==> src/rtl/tone_sequence_player_defines.svh <==
// ----------------------------------------------------------------------------
// Tone sequence player: assertion macros
// Shared property forms for the checks at the end of the top level.
// ----------------------------------------------------------------------------
`ifndef TONE_SEQUENCE_PLAYER_DEFINES_SVH
`define TONE_SEQUENCE_PLAYER_DEFINES_SVH

// same-cycle implication, off during reset
`define TSP_ASSERT_IMPLY(label, clk, rst_n, ante, cons, msg) \
    label: assert property (@(posedge clk) disable iff (!rst_n) (ante) |-> (cons)) \
        else $error(msg);

// next-cycle implication, off during reset
`define TSP_ASSERT_NEXT(label, clk, rst_n, ante, cons, msg) \
    label: assert property (@(posedge clk) disable iff (!rst_n) (ante) |=> (cons)) \
        else $error(msg);

`endif

==> src/rtl/tsp_pkg.sv <==
// ----------------------------------------------------------------------------
// Tone sequence player package
// Codes, word types and the tone sequence ROM.
// ----------------------------------------------------------------------------
`default_nettype none

package tsp_pkg;

    localparam int QUEUE_DEPTH_DEF    = 5;
    localparam int SEQUENCE_COUNT_DEF = 9;
    localparam int MAX_STEPS_DEF      = 11;

    localparam int ROM_SEQS  = 9;
    localparam int ROM_STEPS = 11;

    localparam int CFG_INDEX_W = 2;
    localparam int CFG_DATA_W  = 16;

    localparam logic [CFG_INDEX_W-1:0] CFG_VOLUME       = 2'd0;
    localparam logic [CFG_INDEX_W-1:0] CFG_DEFAULT_FREQ = 2'd1;

    localparam logic [15:0] DEFAULT_FREQ_RESET = 16'd1000;
    localparam logic [2:0]  PENDING_MAX        = 3'd7;

    localparam logic [3:0] BEEP_STEP_FREQ  = 4'd0;
    localparam logic [3:0] BEEP_STEP_START = 4'd1;
    localparam logic [3:0] BEEP_STEP_DELAY = 4'd2;
    localparam logic [3:0] BEEP_STEP_STOP  = 4'd3;

    typedef enum logic [1:0] {
        KIND_TICK   = 2'd0,
        KIND_BEEP   = 2'd1,
        KIND_SEQ    = 2'd2,
        KIND_ENABLE = 2'd3
    } t_kind;

    typedef enum logic [2:0] {
        OP_END   = 3'd0,
        OP_FREQ  = 3'd1,
        OP_START = 3'd2,
        OP_STOP  = 3'd3,
        OP_DELAY = 3'd4
    } t_op;

    typedef struct packed {
        t_op         op;
        logic [15:0] arg;
    } t_step;

    typedef struct packed {
        t_kind       kind;
        logic [15:0] freq;
        logic [15:0] dur;
        logic [3:0]  seq;
        logic        en;
    } t_request;

    typedef struct packed {
        logic push;
        logic flush;
        logic pop;
    } t_q_cmd;

    typedef struct packed {
        logic        tone_on;
        logic [15:0] tone_frequency;
        logic [1:0]  gain_level;
        logic        busy_res;
        logic        request_done;
        logic        refused;
        logic [2:0]  pending_count;
    } t_result;

    localparam t_step STEP_END = '{op: OP_END, arg: 16'd0};

    localparam t_step ROM_TABLE [ROM_SEQS][ROM_STEPS] = '{
        '{'{OP_FREQ, 16'd2000}, '{OP_START, 16'd0}, '{OP_DELAY, 16'd25},
          '{OP_FREQ, 16'd1500}, '{OP_DELAY, 16'd25}, '{OP_FREQ, 16'd1250},
          '{OP_DELAY, 16'd25}, '{OP_FREQ, 16'd1000}, '{OP_DELAY, 16'd25},
          '{OP_STOP, 16'd0}, '{OP_END, 16'd0}},
        '{'{OP_FREQ, 16'd1500}, '{OP_START, 16'd0}, '{OP_DELAY, 16'd25},
          '{OP_FREQ, 16'd1000}, '{OP_DELAY, 16'd25}, '{OP_FREQ, 16'd750},
          '{OP_DELAY, 16'd50}, '{OP_FREQ, 16'd500}, '{OP_DELAY, 16'd50},
          '{OP_STOP, 16'd0}, '{OP_END, 16'd0}},
        '{'{OP_FREQ, 16'd1000}, '{OP_START, 16'd0}, '{OP_DELAY, 16'd50},
          '{OP_STOP, 16'd0}, '{OP_DELAY, 16'd100}, '{OP_FREQ, 16'd1500},
          '{OP_START, 16'd0}, '{OP_DELAY, 16'd50}, '{OP_STOP, 16'd0},
          '{OP_END, 16'd0}, '{OP_END, 16'd0}},
        '{'{OP_FREQ, 16'd750}, '{OP_START, 16'd0}, '{OP_DELAY, 16'd50},
          '{OP_STOP, 16'd0}, '{OP_DELAY, 16'd100}, '{OP_FREQ, 16'd1000},
          '{OP_START, 16'd0}, '{OP_DELAY, 16'd50}, '{OP_STOP, 16'd0},
          '{OP_END, 16'd0}, '{OP_END, 16'd0}},
        '{'{OP_FREQ, 16'd2000}, '{OP_START, 16'd0}, '{OP_DELAY, 16'd50},
          '{OP_STOP, 16'd0}, '{OP_DELAY, 16'd100}, '{OP_START, 16'd0},
          '{OP_DELAY, 16'd50}, '{OP_STOP, 16'd0}, '{OP_END, 16'd0},
          '{OP_END, 16'd0}, '{OP_END, 16'd0}},
        '{'{OP_FREQ, 16'd500}, '{OP_START, 16'd0}, '{OP_DELAY, 16'd100},
          '{OP_STOP, 16'd0}, '{OP_DELAY, 16'd100}, '{OP_START, 16'd0},
          '{OP_DELAY, 16'd100}, '{OP_STOP, 16'd0}, '{OP_END, 16'd0},
          '{OP_END, 16'd0}, '{OP_END, 16'd0}},
        '{'{OP_FREQ, 16'd1000}, '{OP_START, 16'd0}, '{OP_DELAY, 16'd100},
          '{OP_STOP, 16'd0}, '{OP_DELAY, 16'd100}, '{OP_START, 16'd0},
          '{OP_DELAY, 16'd100}, '{OP_STOP, 16'd0}, '{OP_END, 16'd0},
          '{OP_END, 16'd0}, '{OP_END, 16'd0}},
        '{'{OP_FREQ, 16'd1000}, '{OP_START, 16'd0}, '{OP_DELAY, 16'd50},
          '{OP_FREQ, 16'd2000}, '{OP_DELAY, 16'd50}, '{OP_FREQ, 16'd1500},
          '{OP_DELAY, 16'd50}, '{OP_STOP, 16'd0}, '{OP_END, 16'd0},
          '{OP_END, 16'd0}, '{OP_END, 16'd0}},
        '{'{OP_FREQ, 16'd1000}, '{OP_START, 16'd0}, '{OP_DELAY, 16'd120},
          '{OP_FREQ, 16'd2000}, '{OP_DELAY, 16'd120}, '{OP_FREQ, 16'd1500},
          '{OP_DELAY, 16'd120}, '{OP_STOP, 16'd0}, '{OP_END, 16'd0},
          '{OP_END, 16'd0}, '{OP_END, 16'd0}}
    };

    function automatic t_step rom_step(input logic [3:0] seq, input logic [3:0] idx);
        t_step s;
        s = STEP_END;
        if (seq < 4'(ROM_SEQS) && idx < 4'(ROM_STEPS)) begin
            s = ROM_TABLE[seq][idx];
        end
        return s;
    endfunction

endpackage

`default_nettype wire

==> src/rtl/tsp_req_if.sv <==
// ----------------------------------------------------------------------------
// Tone sequence player request channel
// Valid/ready channel carrying one tick or request word.
// ----------------------------------------------------------------------------
`default_nettype none

interface tsp_req_if;
    logic        valid;
    logic        ready;
    logic [1:0]  cmd;
    logic [15:0] beep_frequency;
    logic [15:0] beep_duration;
    logic [3:0]  sequence_id;
    logic        enable_value;

    modport source (
        output valid, cmd, beep_frequency, beep_duration, sequence_id, enable_value,
        input  ready
    );

    modport sink (
        input  valid, cmd, beep_frequency, beep_duration, sequence_id, enable_value,
        output ready
    );
endinterface

`default_nettype wire

==> src/rtl/tsp_res_if.sv <==
// ----------------------------------------------------------------------------
// Tone sequence player result channel
// Valid/ready channel carrying one status word per tick or request word.
// ----------------------------------------------------------------------------
`default_nettype none

interface tsp_res_if;
    logic        valid;
    logic        ready;
    logic        tone_on;
    logic [15:0] tone_frequency;
    logic [1:0]  gain_level;
    logic        busy_res;
    logic        request_done;
    logic        refused;
    logic [2:0]  pending_count;

    modport source (
        output valid, tone_on, tone_frequency, gain_level, busy_res, request_done,
               refused, pending_count,
        input  ready
    );

    modport sink (
        input  valid, tone_on, tone_frequency, gain_level, busy_res, request_done,
               refused, pending_count,
        output ready
    );
endinterface

`default_nettype wire

==> src/rtl/tsp_queue.sv <==
// ----------------------------------------------------------------------------
// Tone sequence player request queue
// Circular request store with flush-and-push, push and pop; registered head read.
// ----------------------------------------------------------------------------
`default_nettype none

module tsp_queue import tsp_pkg::*; #(
    parameter  int DEPTH = QUEUE_DEPTH_DEF,
    localparam int HW    = (DEPTH > 1) ? $clog2(DEPTH) : 1,
    localparam int FW    = $clog2(DEPTH + 1)
) (
    input  wire           i_clk,
    input  wire           i_rst_n,
    input  wire t_q_cmd   i_cmd,
    input  wire t_request i_word,
    output t_request      o_head,
    output logic [FW-1:0] o_fill
);

    t_request        r_mem [DEPTH];
    t_request        r_head_word;
    logic [HW-1:0]   r_head;
    logic [FW-1:0]   r_fill;
    logic [HW-1:0]   n_head;
    logic [HW-1:0]   wr_addr;
    logic [FW:0]     wr_sum;

    always_comb begin
        wr_sum = (FW+1)'(r_head) + (FW+1)'(r_fill);
        if (wr_sum >= (FW+1)'(DEPTH)) begin
            wr_sum = wr_sum - (FW+1)'(DEPTH);
        end
        wr_addr = HW'(wr_sum);
        n_head  = (r_head == HW'(DEPTH - 1)) ? '0 : r_head + 1'b1;
    end

    always_ff @(posedge i_clk) begin
        if (i_cmd.flush) begin
            r_mem[r_head] <= i_word;
        end else if (i_cmd.push) begin
            r_mem[wr_addr] <= i_word;
        end
        r_head_word <= r_mem[r_head];
    end

    always_ff @(posedge i_clk) begin
        if (!i_rst_n) begin
            r_head <= '0;
            r_fill <= '0;
        end else if (i_cmd.flush) begin
            r_fill <= FW'(1);
        end else if (i_cmd.push) begin
            r_fill <= r_fill + 1'b1;
        end else if (i_cmd.pop) begin
            r_head <= n_head;
            r_fill <= r_fill - 1'b1;
        end
    end

    assign o_head = r_head_word;
    assign o_fill = r_fill;

endmodule

`default_nettype wire

==> src/rtl/tsp_step_fetch.sv <==
// ----------------------------------------------------------------------------
// Tone sequence player step fetch
// Decodes the step at an index of the running beep or ROM sequence.
// ----------------------------------------------------------------------------
`default_nettype none

module tsp_step_fetch import tsp_pkg::*; #(
    parameter  int SEQUENCE_COUNT = SEQUENCE_COUNT_DEF,
    parameter  int MAX_STEPS      = MAX_STEPS_DEF,
    localparam int SW             = $clog2(MAX_STEPS + 1)
) (
    input  wire t_request  i_request,
    input  wire [SW-1:0]   i_index,
    output t_step          o_step
);

    logic [3:0] idx;

    always_comb begin
        idx    = 4'(i_index);
        o_step = STEP_END;
        if (i_index < SW'(MAX_STEPS)) begin
            if (i_request.kind == KIND_BEEP) begin
                case (idx)
                    BEEP_STEP_FREQ:  o_step = '{op: OP_FREQ,  arg: i_request.freq};
                    BEEP_STEP_START: o_step = '{op: OP_START, arg: 16'd0};
                    BEEP_STEP_DELAY: o_step = '{op: OP_DELAY, arg: i_request.dur};
                    BEEP_STEP_STOP:  o_step = '{op: OP_STOP,  arg: 16'd0};
                    default:         o_step = STEP_END;
                endcase
            end else if ({1'b0, i_request.seq} < 5'(SEQUENCE_COUNT)) begin
                o_step = rom_step(i_request.seq, idx);
            end
        end
    end

endmodule

`default_nettype wire

==> src/rtl/tone_sequence_player.sv <==
// ----------------------------------------------------------------------------
// Tone sequence player
// Buzzer controller: queues beep, sequence and enable requests and walks
// the tone steps on 1 ms ticks.
// ----------------------------------------------------------------------------
// Usage:
//   i_req carries a tick or a request word; o_res returns one status word for
//   each, in order. Registers are to be written through i_cfg_* while idle;
//   the block itself does not enforce this. A request word goes from S_IDLE
//   to S_DONE, which registers its status word. A tick that only counts a
//   delay down goes to S_DONE; else S_TAKE takes the queue head if none plays,
//   and S_WALK walks each step, the end step included, before S_DONE.
//   i_req.ready is high only while the sequencer is idle; one word is worked
//   at a time, and the next is taken the cycle after the status is registered.
//   A stalled o_res holds its word; the sequencer then waits with its status
//   until the output register frees.
//   Reset empties the queue, stops the tone, enables playback and sets the
//   frequency to 1000 Hz and the gain to 0.
// ----------------------------------------------------------------------------
`default_nettype none

`include "tone_sequence_player_defines.svh"

module tone_sequence_player import tsp_pkg::*; #(
    parameter int QUEUE_DEPTH    = QUEUE_DEPTH_DEF,
    parameter int SEQUENCE_COUNT = SEQUENCE_COUNT_DEF,
    parameter int MAX_STEPS      = MAX_STEPS_DEF
) (
    input  wire                   i_clk,
    input  wire                   i_rst_n,
    tsp_req_if.sink               i_req,
    tsp_res_if.source             o_res,
    input  wire                   i_cfg_we,
    input  wire [CFG_INDEX_W-1:0] i_cfg_index,
    input  wire [CFG_DATA_W-1:0]  i_cfg_data
);

    localparam int FW = $clog2(QUEUE_DEPTH + 1);
    localparam int SW = $clog2(MAX_STEPS + 1);

    typedef enum logic [1:0] {
        S_IDLE,
        S_TAKE,
        S_WALK,
        S_DONE
    } t_state;

    t_state        r_state;
    t_request      r_cur;
    logic          r_playing;
    logic          r_drive;
    logic          r_enabled;
    logic          r_done;
    logic          r_refused;
    logic [SW-1:0] r_step;
    logic [15:0]   r_delay;
    logic [15:0]   r_freq_now;
    logic [15:0]   r_freq_saved;
    logic [1:0]    r_volume;
    logic          r_out_valid;
    t_result       r_res;

    t_request      req_word;
    t_request      q_head;
    t_q_cmd        q_cmd;
    logic [FW-1:0] q_fill;
    logic [4:0]    fill_ext;
    t_step         step;
    logic          req_acc;
    logic          seq_bad;
    logic          play_ok;
    logic [15:0]   delay_dec;

    tsp_queue #(
        .DEPTH (QUEUE_DEPTH)
    ) u_queue (
        .i_clk   (i_clk),
        .i_rst_n (i_rst_n),
        .i_cmd   (q_cmd),
        .i_word  (req_word),
        .o_head  (q_head),
        .o_fill  (q_fill)
    );

    tsp_step_fetch #(
        .SEQUENCE_COUNT (SEQUENCE_COUNT),
        .MAX_STEPS      (MAX_STEPS)
    ) u_fetch (
        .i_request (r_cur),
        .i_index   (r_step),
        .o_step    (step)
    );

    assign i_req.ready = (r_state == S_IDLE);
    assign req_acc     = i_req.valid && i_req.ready;

    always_comb begin
        req_word  = '{kind: t_kind'(i_req.cmd), freq: i_req.beep_frequency,
                      dur: i_req.beep_duration, seq: i_req.sequence_id,
                      en: i_req.enable_value};
        seq_bad   = (t_kind'(i_req.cmd) == KIND_SEQ) &&
                    ({1'b0, i_req.sequence_id} >= 5'(SEQUENCE_COUNT));
        play_ok   = r_enabled && (q_fill < FW'(QUEUE_DEPTH));
        delay_dec = r_delay - 16'd1;
        fill_ext  = 5'(q_fill);
        q_cmd     = '0;
        if (req_acc) begin
            unique case (t_kind'(i_req.cmd)) inside
                KIND_TICK:           q_cmd.push  = 1'b0;
                KIND_ENABLE:         q_cmd.flush = 1'b1;
                KIND_BEEP, KIND_SEQ: q_cmd.push  = !seq_bad && play_ok;
            endcase
        end
        if (r_state == S_TAKE) begin
            q_cmd.pop = 1'b1;
        end
    end

    always_ff @(posedge i_clk) begin
        if (!i_rst_n) begin
            r_state      <= S_IDLE;
            r_cur        <= '0;
            r_playing    <= 1'b0;
            r_drive      <= 1'b0;
            r_enabled    <= 1'b1;
            r_done       <= 1'b0;
            r_refused    <= 1'b0;
            r_step       <= '0;
            r_delay      <= '0;
            r_freq_now   <= DEFAULT_FREQ_RESET;
            r_freq_saved <= '0;
            r_volume     <= '0;
            r_out_valid  <= 1'b0;
        end else begin
            if (o_res.ready && r_state != S_DONE) begin
                r_out_valid <= 1'b0;
            end

            if (i_cfg_we) begin
                unique case (i_cfg_index)
                    CFG_VOLUME: r_volume <= i_cfg_data[1:0];
                    CFG_DEFAULT_FREQ: begin
                        if (r_playing) begin
                            r_freq_saved <= i_cfg_data;
                        end else begin
                            r_freq_now <= i_cfg_data;
                        end
                    end
                    default: ;
                endcase
            end

            unique case (r_state)
                S_IDLE: begin
                    if (req_acc) begin
                        r_done    <= 1'b0;
                        r_refused <= 1'b0;
                        r_state   <= S_DONE;
                        unique case (t_kind'(i_req.cmd)) inside
                            KIND_TICK: begin
                                if (r_playing && r_delay != 16'd0) begin
                                    r_delay <= delay_dec;
                                    if (delay_dec == 16'd0) begin
                                        r_state <= S_WALK;
                                    end
                                end else if (!r_playing && q_fill != '0) begin
                                    r_state <= S_TAKE;
                                end else if (r_playing) begin
                                    r_state <= S_WALK;
                                end
                            end
                            KIND_BEEP, KIND_SEQ: r_refused <= !seq_bad && !play_ok;
                            KIND_ENABLE:         r_refused <= 1'b0;
                        endcase
                    end
                end
                S_TAKE: begin
                    if (q_head.kind == KIND_ENABLE) begin
                        r_enabled <= q_head.en;
                        r_drive   <= 1'b0;
                        r_done    <= 1'b1;
                        r_state   <= S_DONE;
                    end else begin
                        r_cur        <= q_head;
                        r_playing    <= 1'b1;
                        r_step       <= '0;
                        r_delay      <= '0;
                        r_freq_saved <= r_freq_now;
                        r_state      <= S_WALK;
                    end
                end
                S_WALK: begin
                    if (step.op == OP_END) begin
                        r_freq_now <= r_freq_saved;
                        r_playing  <= 1'b0;
                        r_done     <= 1'b1;
                        r_state    <= S_DONE;
                    end else begin
                        r_step <= r_step + 1'b1;
                        unique case (step.op)
                            OP_FREQ:  r_freq_now <= step.arg;
                            OP_START: r_drive    <= 1'b1;
                            OP_STOP:  r_drive    <= 1'b0;
                            OP_DELAY: begin
                                if (step.arg != 16'd0) begin
                                    r_delay <= step.arg;
                                    r_state <= S_DONE;
                                end
                            end
                            default: ;
                        endcase
                    end
                end
                S_DONE: begin
                    if (!r_out_valid || o_res.ready) begin
                        r_out_valid <= 1'b1;
                        r_res       <= '{tone_on: r_drive,
                                         tone_frequency: r_freq_now,
                                         gain_level: r_volume,
                                         busy_res: r_playing || (q_fill != '0),
                                         request_done: r_done,
                                         refused: r_refused,
                                         pending_count: (fill_ext > 5'(PENDING_MAX)) ?
                                                        PENDING_MAX : fill_ext[2:0]};
                        r_state     <= S_IDLE;
                    end
                end
            endcase
        end
    end

    assign o_res.valid          = r_out_valid;
    assign o_res.tone_on        = r_res.tone_on;
    assign o_res.tone_frequency = r_res.tone_frequency;
    assign o_res.gain_level     = r_res.gain_level;
    assign o_res.busy_res       = r_res.busy_res;
    assign o_res.request_done   = r_res.request_done;
    assign o_res.refused        = r_res.refused;
    assign o_res.pending_count  = r_res.pending_count;

    `TSP_ASSERT_IMPLY(a_fill_bound, i_clk, i_rst_n, 1'b1,
        q_fill <= FW'(QUEUE_DEPTH), "request queue overfilled")
    `TSP_ASSERT_IMPLY(a_step_bound, i_clk, i_rst_n, r_state == S_WALK,
        r_step <= SW'(MAX_STEPS) && r_playing, "step walk out of range")
    `TSP_ASSERT_NEXT(a_end_stops, i_clk, i_rst_n, r_state == S_WALK && step.op == OP_END,
        !r_playing && r_state == S_DONE, "end step left playback running")
    `TSP_ASSERT_IMPLY(a_done_refused, i_clk, i_rst_n, o_res.valid,
        !(o_res.request_done && o_res.refused), "word both finished and refused")

endmodule

`default_nettype wire

==> src/flat_wrapper.sv <==
// flat-port wrapper written by rule: the top's interface ports become plain ports
module tone_sequence_player_flat import tsp_pkg::*;
#(
    parameter int QUEUE_DEPTH    = QUEUE_DEPTH_DEF,
    parameter int SEQUENCE_COUNT = SEQUENCE_COUNT_DEF,
    parameter int MAX_STEPS      = MAX_STEPS_DEF
)
  (i_clk, i_rst_n, i_cfg_we, i_cfg_index, i_cfg_data, i_req_valid, i_req_cmd, i_req_beep_frequency, i_req_beep_duration, i_req_sequence_id, i_req_enable_value, i_req_ready, o_res_valid, o_res_tone_on, o_res_tone_frequency, o_res_gain_level, o_res_busy_res, o_res_request_done, o_res_refused, o_res_pending_count, o_res_ready);
  tsp_req_if i_req_i ();
  tsp_res_if o_res_i ();
  input  wire i_clk;
  input  wire i_rst_n;
  input  wire i_cfg_we;
  input  wire [CFG_INDEX_W-1:0] i_cfg_index;
  input  wire [CFG_DATA_W-1:0] i_cfg_data;
  input wire logic [$bits(i_req_i.valid)-1:0] i_req_valid;
  input wire logic [$bits(i_req_i.cmd)-1:0] i_req_cmd;
  input wire logic [$bits(i_req_i.beep_frequency)-1:0] i_req_beep_frequency;
  input wire logic [$bits(i_req_i.beep_duration)-1:0] i_req_beep_duration;
  input wire logic [$bits(i_req_i.sequence_id)-1:0] i_req_sequence_id;
  input wire logic [$bits(i_req_i.enable_value)-1:0] i_req_enable_value;
  output wire logic [$bits(i_req_i.ready)-1:0] i_req_ready;
  output wire logic [$bits(o_res_i.valid)-1:0] o_res_valid;
  output wire logic [$bits(o_res_i.tone_on)-1:0] o_res_tone_on;
  output wire logic [$bits(o_res_i.tone_frequency)-1:0] o_res_tone_frequency;
  output wire logic [$bits(o_res_i.gain_level)-1:0] o_res_gain_level;
  output wire logic [$bits(o_res_i.busy_res)-1:0] o_res_busy_res;
  output wire logic [$bits(o_res_i.request_done)-1:0] o_res_request_done;
  output wire logic [$bits(o_res_i.refused)-1:0] o_res_refused;
  output wire logic [$bits(o_res_i.pending_count)-1:0] o_res_pending_count;
  input wire logic [$bits(o_res_i.ready)-1:0] o_res_ready;
  assign i_req_i.valid = i_req_valid;
  assign i_req_i.cmd = i_req_cmd;
  assign i_req_i.beep_frequency = i_req_beep_frequency;
  assign i_req_i.beep_duration = i_req_beep_duration;
  assign i_req_i.sequence_id = i_req_sequence_id;
  assign i_req_i.enable_value = i_req_enable_value;
  assign i_req_ready = i_req_i.ready;
  assign o_res_valid = o_res_i.valid;
  assign o_res_tone_on = o_res_i.tone_on;
  assign o_res_tone_frequency = o_res_i.tone_frequency;
  assign o_res_gain_level = o_res_i.gain_level;
  assign o_res_busy_res = o_res_i.busy_res;
  assign o_res_request_done = o_res_i.request_done;
  assign o_res_refused = o_res_i.refused;
  assign o_res_pending_count = o_res_i.pending_count;
  assign o_res_i.ready = o_res_ready;
  tone_sequence_player #(.QUEUE_DEPTH(QUEUE_DEPTH), .SEQUENCE_COUNT(SEQUENCE_COUNT), .MAX_STEPS(MAX_STEPS)) u_core (.i_clk(i_clk), .i_rst_n(i_rst_n), .i_req(i_req_i), .o_res(o_res_i), .i_cfg_we(i_cfg_we), .i_cfg_index(i_cfg_index), .i_cfg_data(i_cfg_data));
endmodule
==> config.mk <==
export PLATFORM = sky130hd
export DESIGN_NAME = tone_sequence_player_flat
export DESIGN_NICKNAME = d
export VERILOG_FILES = /design/src/rtl/tsp_pkg.sv /design/src/rtl/tsp_req_if.sv /design/src/rtl/tsp_res_if.sv /design/src/rtl/tsp_queue.sv /design/src/rtl/tsp_step_fetch.sv /design/src/rtl/tone_sequence_player.sv /design/src/flat_wrapper.sv
export VERILOG_INCLUDE_DIRS = /design/src /design/src/rtl
export SDC_FILE = /design/constraint.sdc
export NUM_CORES = 1
export LEC_CHECK = 0
export BUFFER_PORTS_ARGS = -buffer_cell sky130_fd_sc_hd__buf_2
export CORE_MARGIN = 2
export CORE_UTILIZATION = 55
export CTS_CLUSTER_DIAMETER = 60
export DETAILED_ROUTE_END_ITERATION = 6
export GPL_TIMING_DRIVEN = 0
export HOLD_SLACK_MARGIN = 0.03
export PLACE_DENSITY = 0.76
export REMOVE_ABC_BUFFERS = 1
export SYNTH_ARGS = -nofsm -noshare
export SYNTH_HDL_FRONTEND = slang
export SYNTH_SLANG_ARGS = --single-unit
==> constraint.sdc <==
create_clock -name i_clk -period 5.8 [get_ports i_clk]
set_clock_uncertainty 0.1 [all_clocks]
set_input_delay 0.58 -clock i_clk [delete_from_list [all_inputs] [get_ports i_clk]]
set_output_delay 0.58 -clock i_clk [all_outputs]
set_load 0.01 [all_outputs]
# Yosys cells after proc, flatten, opt, wreduce, memory -nomap -nowiden
# Memories as Yosys holds them, arrays and structs flattened. A register that Yosys moved wholly into a read port is not among the register bits.
# Index checks and enable logic that the tools add are counted.
# word_totals
register_bits	131
ramBits	195
mem_bits_ro	3344
in_bits	62
output_inout_bits	27
elab_cells	200
memories	2
# mem_list
name	depth	width	rd	rd_clocked_by_memory_dff	write_ports	line_no	text
(name not given)	16	209	1	0	0	tsp_pkg.sv:119	s = ROM_TABLE[seq][idx];
u_core.u_queue.r_mem	5	39	1	1	1	tsp_queue.sv:20	t_request r_mem [DEPTH];
# classes
addsub	7
n_lt_le_gt_ge	9
eq_ne	31
n_mux	76
bitwise	6
n_reduce_logical	43
# ops
operator	count
two-way mux 209 bit	2
two-way mux 16 bit	18
two-way mux 19 bit	6
binary-select mux 19 bit (select 4 bit)	1
case mux 19 bit (4 select lines)	1
case mux 16 bit (3 select lines)	1
two-way mux 39 bit	1
OR reduction 39 bit	1
nonzero test 16 bit	2
two-way mux 1 bit	24
two-way mux 2 bit	9
zero test 16 bit	1
subtractor 16 x 1 -> 16 bit, second input constant	1
two-way mux 3 bit	5
inequality test 2 bit, second input constant	7
< comparator 4 bit, second input constant	3
AND reduction 3 bit	4
AND reduction 4 bit	3
equality test 2 bit, second input constant	5
>= comparator 5 bit, second input constant	2
inverter 4 -> 5 bit	2
logical AND 1 bit	9
nonzero test 3 bit	3
equality test 2 x 1 -> 1 bit, second input constant	4
32 further kinds	57

# Logic depth before layout (Yosys ltp)
# logic_depth
word_depth	16
mapped_depth	14
ltp_nobuf	12

# Hierarchy
# From an unflattened synthesis, not the netlist that was laid out.
# unflattened
hier_cells	1267
area_unflattened_um2	15871.5
# modules_own_cells
mod	instances	cells_per_inst	area_each_um2	seq_area_each_um2
tsp_queue	1	413	8754.6	6756.5
tone_sequence_player	1	621	5661.7	2772.7
tsp_step_fetch	1	233	1455.1	0.0

# Least setup slack after synthesis
# No wires, ideal clock.
# synth_path
path_type	register to register
start	reg u_core.u_queue.r_fill[0], in the netlist u_core.u_queue.o_fill[0]
end	mem u_core.u_queue.r_mem[1][0] (netlist bit), enable pin
arrival_time_ns	5.319
t_required_ns	5.208
path_slack_ns	-0.111
stages_incl_launch_ff	12
n_path_buf	0
synth_period_minus_slack_ns	5.911
cell_sequence	dfxtp_1 ha_1 fa_1 inv_1 ha_1 nor2b_1 o21ai_0 a211oi_1 nor2_1 xnor2_1 o22ai_1 nor3b_1
# synth_between
elab_chain_cells	10
elab_cells_between_ends	15
# synth_rtl
item	line_no	text
start: declaration	tsp_queue.sv:23	logic [FW-1:0] r_fill;
start signal: assignment	tsp_queue.sv:53	r_fill <= r_fill + 1'b1;
start signal: assignment	tsp_queue.sv:56	r_fill <= r_fill - 1'b1;
< comparator 3 bit	tone_sequence_player.sv:103	play_ok = r_enabled && (q_fill < FW'(QUEUE_DEPTH));
logical AND 1 bit	tone_sequence_player.sv:103	
logical AND 1 bit	tone_sequence_player.sv:111	KIND_BEEP, KIND_SEQ: q_cmd.push = !seq_bad && play_ok;
two-way mux 1 bit	tone_sequence_player.sv:108	unique case (t_kind'(i_req.cmd)) inside
two-way mux 2 bit	tone_sequence_player.sv:107	if (req_acc) begin
two-way mux 1 bit	tsp_queue.sv:40	end else if (i_cmd.push) begin
two-way mux 1 bit	tsp_queue.sv:38	if (i_cmd.flush) begin
two-way mux 1 bit (not written as such)	tsp_queue.sv:41	r_mem[wr_addr] <= i_word;
OR reduction 39 bit (no line)	--	
two-way mux 3 bit (no line) or two-way mux 1 bit (tied branches)	--	
end: declaration	tsp_queue.sv:20	
# Parallel ways exist; a longest one is shown, timed or not.

# Final worst setup path
# layout_path
start	reg u_core.r_step[1]
end	reg u_core.r_state[1]
# layout_between
elab_chain_cells	11
elab_cells_between_ends	23
# layout_rtl
item	line_no	text
start: declaration	tone_sequence_player.sv:55	logic [SW-1:0] r_step;
start signal: assignment	tone_sequence_player.sv:199	r_step <= r_step + 1'b1;
inverter 4 -> 5 bit (not written as such)	tsp_pkg.sv:119	
binary-select mux 19 bit (select 4 bit)	tsp_pkg.sv:119	
two-way mux 19 bit (not written as such) (2 in a row)	tsp_pkg.sv:119	
two-way mux 19 bit	tsp_pkg.sv:118	if (seq < 4'(ROM_SEQS) && idx < 4'(ROM_STEPS)) begin
two-way mux 19 bit	tsp_step_fetch.sv:31	end else if ({1'b0, i_request.seq} < 5'(SEQUENCE_COUNT)) begin
two-way mux 19 bit	tsp_step_fetch.sv:23	if (i_request.kind == KIND_BEEP) begin
two-way mux 19 bit (*)	tsp_step_fetch.sv:22	if (i_index < SW'(MAX_STEPS)) begin
nonzero test 16 bit (tied with other cells)	tone_sequence_player.sv:205	if (step.arg != 16'd0) begin
inequality test 3 x 1 -> 1 bit (no line) or two-way mux 2 bit (tied branches)	--	
AND reduction 4 bit (no line) or case mux 2 bit (4 select lines) (tied branches)	--	
end signal: assignment	tone_sequence_player.sv:197	r_state <= S_DONE;
end signal: assignment	tone_sequence_player.sv:207	r_state <= S_DONE;
end signal: assignment	tone_sequence_player.sv:225	r_state <= S_IDLE;
end: declaration	tone_sequence_player.sv:48	t_state r_state;
# Every way passes the cells marked *; elsewhere a longest branch is shown, timed or not. The select of a mux whose other input is x is not followed.
# A chain may end at the register's enable or synchronous reset.

==> metrics <==
CTS tree yes; layout cell share with drive strength beyond 1 0.172; CTS clk-pin slew, worst paths 0.07 ns; YS warnings 0; starting density of the core 0.555; core area 28,500 sq um; Multi-input gate area 5920 sq um; GRT Util Overall 0.242; first-pass GRT wire length 58,400 um; HPWL Detailed 22,600 um; asr flop ratio synth 0; Slew Viols, Final 0; Tmin final 5.45 ns; Setup TNS Final 0 ns; Critical Path RT 6.10 ns; crit-path max FO 34; CP endpoint kind flop; Tcrit/Tclk final 0.939; Final ANT Viol Nets 0; DR top layer met4; DP Cell Count 1,740; Clk Tree Root Cell clkbuf_16; First DRT Iteration DRCs 1,119; cell count after synthesis 1,342; chip width 174 um; wire per inst 20.0 um; vias 10,900; vias per inst 6.00; Hold Slack 0.166 ns; routed wl met3 2160 um; Worst-Margin Slew 1.26 ns; Max Fclk 184 MHz; Synth Flop Type edfxtp_1; crit path DAT 5.75 ns; Reg2Reg Setup Slack 0.35 ns; WP buf/inv 1; Post CTS Setup Buffer Count 0; FF+latch area 9520 sq um; WL met2 17,700 um; crit path launch type flop; delay-heaviest family, CP compound AO/OA/AOI/OAI gates; First-pass DRT Iterations 5; total global routing overflow 0; Final Setup Violations 0; cell area after synthesis 15,800 sq um; # port buffers 88; # DRC 0; Die Ht 174 um; MaxCap Viol Count 0; Num CTS Buffers 40; Post-Layout Cell Count 1,814; Rows 62; RSZ-0062 raised after global routing no; kind of critical path flop to flop; clock buffer depth 3; Hold Crit Class input pin to flop; status completed; Worst slew margin 0.157; peak supply drop 0.000303 V; fin nets 1,489; wl on met1 15,600 um; initial antenna violation count 0; Pleak 0.00654 uW; post-detailed-routing wire length 36,400 um; TritonCTS Sinks 365; sequential area share after synthesis 0.600; Routability Congestion 0.918; diode count 0; #FFs+latches synth 365; Worst path max stage delay 1.12 ns; I/O pin count 89; H-Tree Level Count 2; Post-synth EDFFs 220; synth unique cells 84; Area growth syn-to-layout 14.9%; overall power 8600 uW; largest net degree at the start of global routing 64; Final Hold Viols 0; Power Density 473 nW/um^2; CP cell instances inv_1, ha_1, a22o_1, o21ai_0, a41oi_1, a311o_1, or4_4, nor3_4, a31oi_1, mux2i_1; Fillers 2,171; synthesized area per cell 11.8 sq um; clk_lat worst skew 0.54 ns; Worst path slowest cell dfxtp_1; vias in the first global route 10,800; full die area 30,200 sq um
==> worst paths after layout <==
check	from	end	cells past startpoint
hold / removal	i_req_beep_frequency[6]	u_core.u_queue.r_mem[1][27]$_DFFE_PP_	1
setup reg to reg	u_core.r_step[1]$_SDFFE_PN0P_	u_core.r_state[1]$_SDFFE_PN0P_	10
hold reg to reg	u_core.r_volume[1]$_SDFFE_PN0P_	u_core.o_res.gain_level[1]$_DFFE_PP_	0
setup / recovery	u_core.r_step[1]$_SDFFE_PN0P_	u_core.r_state[1]$_SDFFE_PN0P_	10
==> where the power goes <==
part           total, uW  switching, uW  leakage [uW]  internal, uW
sequential          3500            298       0.00318          3200
combinational       2460           1440       0.00269          1010
clock               2650           1060      0.000672          1590
total               8600           2800       0.00654          5800
==> through the flow <==
stage / util / instance area [sq um] / setup slack, ns
2_1_floorplan: - / 15400 / -1.68
3_3_place_gp: 0.573 / 16400 / -5.08
3_5_place_dp: 0.588 / 16800 / 0.327
4_1_cts: 0.637 / 18200 / 0.297
5_1_grt: 0.637 / 18200 / 0.103
6_report: 0.637 / 18200 / 0.355
==> Yosys cell counts, types with 6 or more instances <==
library cell	number	area, sq um
mux2i_1	42	420
mux4_2	39	878
a31oi_1	11	68.8
ha_1	26	325
a22o_1	8	70.1
buf_4	9	67.6
nand3_1	19	95.1
o31ai_1	10	75.1
o211ai_1	13	97.6
nand2_1	234	878
o21ai_0	27	135
edfxtp_1	220	6610
nor2_1	75	282
a22oi_1	10	75.1
nor3b_1	9	67.6
nor3_1	29	145
inv_1	20	75.1
a21oi_1	84	420
clkbuf_1	57	214
nand2b_1	17	106
nand4_1	6	37.5
buf_1	11	41.3
dfxtp_1	145	2900
xnor2_1	12	105
a211oi_1	45	338
nor2b_1	21	131
o22ai_1	8	50.1
buf_2	15	75.1
==> cell usage in the layout (no fill, tap or decap), drive strengths merged, types with 10 or more instances in the layout <==
| cell type | instances |
|---|---|
| a211oi | 47 |
| o31ai | 12 |
| a22oi | 10 |
| edfxtp | 220 |
| nor2 | 78 |
| o21ai | 30 |
| a31oi | 11 |
| nor2b | 21 |
| clkbuf | 47 |
| a21oi | 85 |
| nand2 | 235 |
| dfxtp | 145 |
| ha | 26 |
| nand2b | 17 |
| mux2i | 42 |
| clkinv | 17 |
| inv | 24 |
| nand3 | 19 |
| mux4 | 39 |
| o211ai | 13 |
| buf | 107 |
| nor3 | 30 |
| xnor2 | 12 |
==> layout make-up <==
class,count,area share
sequential,365,0.523
multi-input combinational,861,0.325
clock buffer,47,0.0576
timing repair buffer,107,0.0441
tap,384,0.0264
clock inverter,26,0.0187
inverter,24,0.00502
==> repair_timing <==
action,CTS,global route
endpoints found under the setup margin,0,14
resized for setup,0,1
hold buffers,0,0
==> cell families (layout without fill, tap and decap cells) <==
| group | after synthesis | count (layout) | synth area share |
|---|---|---|---|
| flops | 365 | 365 | 0.600 |
| mux | 83 | 83 | 0.0834 |
| fa+ha+maj | 28 | 28 | 0.0231 |
| compound gates | 277 | 277 | 0.120 |
| xor+xnor | 16 | 16 | 0.00885 |
| simple gates | 457 | 457 | 0.133 |
| buf+inv | 116 | 204 | 0.0308 |
==> state kept, by name (all words and copies together) (netlist names), 2 cells and up <==
name and count:
u_core.o_res.gain_level 2, u_core.r_freq_saved 16, u_core.r_volume 2, u_core.r_cur 38, u_core.r_state 2, u_core.o_res.tone_frequency 16
u_core.o_res.pending_count 3, u_core.r_delay 16, u_core.u_queue.r_mem 195, u_core.u_queue.r_head 3, u_core.u_queue.o_fill 3, u_core.r_freq_now 16
u_core.u_queue.o_head 39, u_core.r_step 4
==> metal layers <==
metal / up-vias / track usage
met5: - / 0
met1: 5336 / 0.329
met2: 366 / 0.406
li1: 5113 / -
met4: 0 / 0.0718
met3: 70 / 0.0357
(Power assumes the default switching activity.)
